## src/rtl/importance_map_greedy_trim_assert.svh

```systemverilog
// Assertion macros for the greedy trim RTL.
`ifndef IMPORTANCE_MAP_GREEDY_TRIM_ASSERT_SVH
`define IMPORTANCE_MAP_GREEDY_TRIM_ASSERT_SVH
`ifndef SYNTHESIS
`define IMGT_ASSERT_IMP(lbl, ante, cons) \
  lbl: assert property (@(posedge clk) disable iff (rst) (ante) |-> (cons)) \
    else $error("assertion failed");
`define IMGT_ASSERT_NXT(lbl, ante, cons) \
  lbl: assert property (@(posedge clk) disable iff (rst) (ante) |=> (cons)) \
    else $error("assertion failed");
`else
`define IMGT_ASSERT_IMP(lbl, ante, cons)
`define IMGT_ASSERT_NXT(lbl, ante, cons)
`endif
`endif

```

## src/rtl/imgt_pkg.sv

```systemverilog
// Shared constants, codes and command/status types of the greedy trim block.
package imgt_pkg;

  localparam int CW         = 9;
  localparam int CFG_IDX_W  = 2;
  localparam int CFG_DATA_W = 17;
  localparam int DENS_W     = 16;
  localparam int KEEP_W     = 17;

  localparam logic [KEEP_W-1:0] KEEP_ONE = 17'd65536;

  localparam int MAP_MAX_W_DEF   = 256;
  localparam int MAP_MAX_H_DEF   = 256;
  localparam int PROTECT_MAX_DEF = 8;
  localparam int WEIGHT_BITS_DEF = 16;

  localparam logic [CFG_IDX_W-1:0] REG_MAP_WIDTH     = 2'd0;
  localparam logic [CFG_IDX_W-1:0] REG_MAP_HEIGHT    = 2'd1;
  localparam logic [CFG_IDX_W-1:0] REG_CHEAP_DENSITY = 2'd2;
  localparam logic [CFG_IDX_W-1:0] REG_KEEP_MASS     = 2'd3;

  localparam logic [CW-1:0]     RST_MAP_WIDTH     = 9'd256;
  localparam logic [CW-1:0]     RST_MAP_HEIGHT    = 9'd256;
  localparam logic [DENS_W-1:0] RST_CHEAP_DENSITY = 16'd128;
  localparam logic [KEEP_W-1:0] RST_KEEP_MASS     = 17'd58982;

  typedef logic [2:0] rect_sel_t;
  localparam rect_sel_t RECT_LEFT   = 3'd0;
  localparam rect_sel_t RECT_TOP    = 3'd1;
  localparam rect_sel_t RECT_RIGHT  = 3'd2;
  localparam rect_sel_t RECT_BOTTOM = 3'd3;
  localparam rect_sel_t RECT_FULL   = 3'd4;

  typedef struct packed {
    logic      load;
    logic      fill;
    logic      box;
    logic      trim_init;
    logic      rd_issue;
    logic [1:0] rd_corner;
    rect_sel_t rd_sel;
    logic      set_total;
    logic      mul;
    logic      eval;
    logic      apply;
    logic      emit;
  } cmd_t;

  typedef struct packed {
    logic load_done;
    logic total_zero;
    logic best_found;
  } stat_t;

endpackage

```

## src/rtl/imgt_ctrl.sv

```systemverilog
// Controller: sequences loading, zero fill, total read and the trim passes.
module imgt_ctrl (
  input  logic            clk,
  input  logic            rst,
  input  logic            in_valid,
  input  logic            func,
  input  logic            last,
  output logic            in_stall,
  input  imgt_pkg::stat_t stat,
  input  logic            out_free,
  output imgt_pkg::cmd_t  cmd
);
  import imgt_pkg::*;

  localparam logic [3:0] S_LOAD      = 4'd0;
  localparam logic [3:0] S_FILL      = 4'd1;
  localparam logic [3:0] S_FLUSH     = 4'd2;
  localparam logic [3:0] S_TOT_RD    = 4'd3;
  localparam logic [3:0] S_TOT_WAIT  = 4'd4;
  localparam logic [3:0] S_TOT_SET   = 4'd5;
  localparam logic [3:0] S_EDGE_RD   = 4'd6;
  localparam logic [3:0] S_EDGE_WAIT = 4'd7;
  localparam logic [3:0] S_MUL       = 4'd8;
  localparam logic [3:0] S_EVAL      = 4'd9;
  localparam logic [3:0] S_APPLY     = 4'd10;
  localparam logic [3:0] S_DONE      = 4'd11;

  logic [3:0] state, state_next;
  logic [1:0] corner, corner_next;
  logic [1:0] side, side_next;

  always_comb begin
    cmd         = '0;
    in_stall    = 1'b1;
    state_next  = state;
    corner_next = corner;
    side_next   = side;
    cmd.rd_sel    = {1'b0, side};
    cmd.rd_corner = corner;
    unique case (state)
      S_LOAD: begin
        in_stall = 1'b0;
        if (in_valid) begin
          if (func) begin
            cmd.box = 1'b1;
          end else begin
            cmd.load = 1'b1;
            if (last) state_next = S_FILL;
          end
        end
      end
      S_FILL: begin
        if (stat.load_done) state_next = S_FLUSH;
        else cmd.fill = 1'b1;
      end
      S_FLUSH: begin
        cmd.trim_init = 1'b1;
        corner_next   = 2'd0;
        state_next    = S_TOT_RD;
      end
      S_TOT_RD: begin
        cmd.rd_issue = 1'b1;
        cmd.rd_sel   = RECT_FULL;
        corner_next  = corner + 2'd1;
        if (corner == 2'd3) state_next = S_TOT_WAIT;
      end
      S_TOT_WAIT: state_next = S_TOT_SET;
      S_TOT_SET: begin
        cmd.set_total = 1'b1;
        side_next     = 2'd0;
        corner_next   = 2'd0;
        state_next    = stat.total_zero ? S_DONE : S_EDGE_RD;
      end
      S_EDGE_RD: begin
        cmd.rd_issue = 1'b1;
        corner_next  = corner + 2'd1;
        if (corner == 2'd3) state_next = S_EDGE_WAIT;
      end
      S_EDGE_WAIT: state_next = S_MUL;
      S_MUL: begin
        cmd.mul    = 1'b1;
        state_next = S_EVAL;
      end
      S_EVAL: begin
        cmd.eval = 1'b1;
        if (side == 2'd3) begin
          state_next = S_APPLY;
        end else begin
          side_next  = side + 2'd1;
          state_next = S_EDGE_RD;
        end
      end
      S_APPLY: begin
        cmd.apply  = 1'b1;
        side_next  = 2'd0;
        state_next = stat.best_found ? S_EDGE_RD : S_DONE;
      end
      S_DONE: begin
        if (out_free) begin
          cmd.emit   = 1'b1;
          state_next = S_LOAD;
        end
      end
      default: state_next = S_LOAD;
    endcase
  end

  always_ff @(posedge clk) begin
    if (rst) begin
      state  <= S_LOAD;
      corner <= 2'd0;
      side   <= 2'd0;
    end else begin
      state  <= state_next;
      corner <= corner_next;
      side   <= side_next;
    end
  end

endmodule

```

## config.mk

```make
export PLATFORM = sky130hd
export DESIGN_NAME = imgt_ctrl
export DESIGN_NICKNAME = d
export VERILOG_FILES = /design/src/rtl/importance_map_greedy_trim_assert.svh /design/src/rtl/imgt_pkg.sv /design/src/rtl/imgt_ctrl.sv
export SDC_FILE = /design/constraint.sdc
export NUM_CORES = 1
export LEC_CHECK = 0
export BUFFER_PORTS_ARGS = -buffer_cell sky130_fd_sc_hd__buf_2
export CAP_MARGIN = 15
export CELL_PAD_IN_SITES_DETAIL_PLACEMENT = 1
export CELL_PAD_IN_SITES_GLOBAL_PLACEMENT = 1
export CORE_MARGIN = 4
export CORE_UTILIZATION = 38
export CTS_BUF_LIST = sky130_fd_sc_hd__clkbuf_2
export DETAILED_ROUTE_END_ITERATION = 10
export MAX_ROUTING_LAYER = met4
export PLACE_DENSITY = 0.92
export SLEW_MARGIN = 30
export SYNTH_ARGS = -nofsm -noshare
export SYNTH_HDL_FRONTEND = slang
export SYNTH_SLANG_ARGS = --single-unit
```

## constraint.sdc

```tcl
create_clock -name clk -period 2.9 [get_ports clk]
set_input_delay 0.725 -clock clk [delete_from_list [all_inputs] [get_ports clk]]
set_output_delay 0.725 -clock clk [all_outputs]
set_load 0.05 [all_outputs]
```

==> results.txt <==
Max Cap Viol -> 0
Top-Level Pins -> 25
initial antenna violation count -> 0
most common cell after layout, fill and taps aside -> buf_2
skew final -> 0.818 ps
FF+latch count, synth -> 8
Root Buffer -> clkbuf_2
worst-path cell chain -> and2_1, nor3b_2, buf_2
crit path capture type -> output port
peak supply drop -> 0.420 mV
layout cells sized above 1 -> 0.321
Static Leak -> 0.380 nW
area of the multi-input gates -> 498 µm²
Finished Layout Cells -> 137
Wirelength per Cell -> 14.7 µm
Setup Fix Bufs, Post-CTS -> 0
vias -> 771
CTS max path bufs -> 2
post-route antenna net violation count -> 0
WP data arrival -> 1800 ps
register area share after synthesis -> 0.227
CP Launch Type -> register
DRT iter0 DRCs -> 7
Final Setup Violations -> 0
Cells after Synth -> 93
Initial DRT Pass Iterations -> 4
# DRC -> 0
vias per cell -> 5.63
Core ar. -> 0.00175 mm²
Setup TNS Final -> 0 ps
Top delay family on crit path -> flip-flops
maximum fanout along the worst path -> 18
Slowest-stage cell, CP -> dfxtp_1
Sw Ratio -> 0.532
Mapped Avg Cell Area -> 7.60 µm²
P_int -> 0.265 mW
Routed WL -> 2020 µm
WP buf/inv -> 1
CTS Hold Bufs -> 0
vias in the first global route -> 773
Pwr Density -> 672 mW/mm²
GP Congestion -> 0.787
post-layout util -> 0.483
Final Power -> 0.566 mW
Synth Cell Area -> 707 µm²
Max Freq -> 0.396 GHz
Num CTS Buffers -> 3
Hold Path Class -> register to register
CP max stage delay -> 690 ps
most frequent cells in the layout -> 24 x buf_2, 8 x nor2_1, 8 x dfxtp_1, 7 x o21ai_0, 6 x nand2_1
Layout fillers -> 244
critical path type -> register to output port
Hold Fails Final Rpt -> 0
NetSw -> 0.301 mW
H-Tree Depth -> 1
CTS tree -> done
first-pass GRT wire length -> 3470 µm
Synthesis Warnings -> 0
nets -> 125
Comb pwr share -> 0.578
Final min period -> 2530 ps
area leader, netlist -> dfxtp_1
Reg clk slew, reported paths -> 80 ps
Max-slew headroom -> 0.601
Global Route Usage Sum -> 0.179
overflow left after global routing -> 0
WP data required -> 2170 ps
# rows -> 15
sequential share of power -> 0.299
Post-CTS Resized -> 0
Cell variety after synth -> 37
Clk pwr share -> 0.123
Die X-Extent -> 51.1 µm
unrepaired setup endpoints after global routing -> no
Mapped Nets -> 104
Pins Over Slew Limit -> 0
period utilisation layout -> 0.871
n_diodes -> 0
largest net degree at the start of global routing -> 19
number of port buffers -> 24
Slew @ Worst Pin -> 598 ps
clock sinks -> 8
status -> finished, final reports clean
Worst-Skew Late Latency -> 250 ps
initial cell density of the core -> 0.405
placed cell count -> 134
top post-synthesis cells by area -> dfxtp_1 23%, o21ai_0 5.0%, nor2_1 4.2%
die height -> 51.1 µm
die area -> 0.00261 mm²
Reg area -> 160 µm²
HPWL after DPL -> 1540 µm
P&R area growth vs syn -> 19.3%
Synth top area share -> 0.227
==> power groups by stage <==
stage / combinational, mW / clock (mW) / sequential (mW)
after floorplan: 0.295 / 0 / 0.134
after global placement: 0.319 / 0 / 0.168
after detailed placement: 0.328 / 0 / 0.171
after CTS: 0.329 / 0.0744 / 0.168
after global routing: 0.359 / 0.0766 / 0.174
final: 0.327 / 0.0697 / 0.169
==> worst min-delay path: cells and delay by family, from the launching register on <==
kind / cells / cell delay (ps)
flops: 1 / 340
compound gates: 2 / 160
==> cell usage after synthesis <==
master / count
a21o_1: 1
a21oi_1: 4
a2bb2oi_2: 1
a311oi_1: 1
a31oi_1: 1
and2_1: 1
and3_1: 2
and3b_1: 1
and4bb_2: 1
buf_2: 3
buf_6: 2
clkbuf_1: 5
dfxtp_1: 8
ha_1: 2
inv_1: 1
mux2i_1: 1
nand2_1: 6
nand2b_1: 4
nand2b_4: 1
nand3_1: 3
nand3b_1: 2
nor2_1: 8
nor2b_1: 4
nor3_1: 5
nor3b_1: 3
nor4_1: 1
nor4_2: 1
o211a_1: 1
o211ai_1: 1
o21ai_0: 7
o22a_1: 2
o2bb2ai_1: 1
o31ai_1: 2
or2_2: 1
or3_1: 1
or3b_1: 2
xnor2_1: 2
==> metrics by stage <==
step / worst slack [ps] / hold WS [ps] / cell area [µm²]
floorplan: 291 / 479 / 718
global placement: 734 / 497 / 828
detailed placement: 672 / 523 / 828
CTS: 373 / 537 / 843
global route: 255 / 584 / 843
finish: 374 / 538 / 843
==> area by class of cell <==
class                      count  area share
sequential                     8       0.190
multi-input combinational     74       0.591
clock buffer                   3      0.0178
tap                           25      0.0371
inverter                       1     0.00445
timing repair buffer          26       0.160
==> registers in the layout, indices dropped and copies added (netlist names) <==
register  cells
corner        2
side          2
state         4
==> per-layer routing <==
| layer | vias up | global-route usage | wire [µm] |
|---|---|---|---|
| li1 | 369 | - | - |
| met5 | - | - | 0 |
| met3 | 6 | 0.0408 | 109 |
| met4 | 0 | 0.103 | 60 |
| met2 | 26 | 0.281 | 961 |
| met1 | 370 | 0.209 | 884 |
==> kinds of logic after synthesis <==
family / count (synthesis) / synth area share
and+or+nand+nor: 47 / 0.400
DFF: 8 / 0.227
muxes: 1 / 0.0142
xor gates and xnor gates: 2 / 0.0248
buffers and inverters: 11 / 0.0849
adders and majority gates: 2 / 0.0354
AOI/OAI and AO/OA: 22 / 0.214
==> worst paths after layout <==
check	start	to	slack, ps	cells past startpoint
max reg2reg	state[3]$_SDFFE_PP0P_	state[2]$_SDFFE_PP0P_	1140	5
min reg2reg	corner[1]$_SDFFE_PP0P_	corner[1]$_SDFFE_PP0P_	540	2
max	state[0]$_SDFFE_PP0P_	cmd[7]	370	3
min	corner[1]$_SDFFE_PP0P_	corner[1]$_SDFFE_PP0P_	540	2
Power figures use the tool's default switching activity.
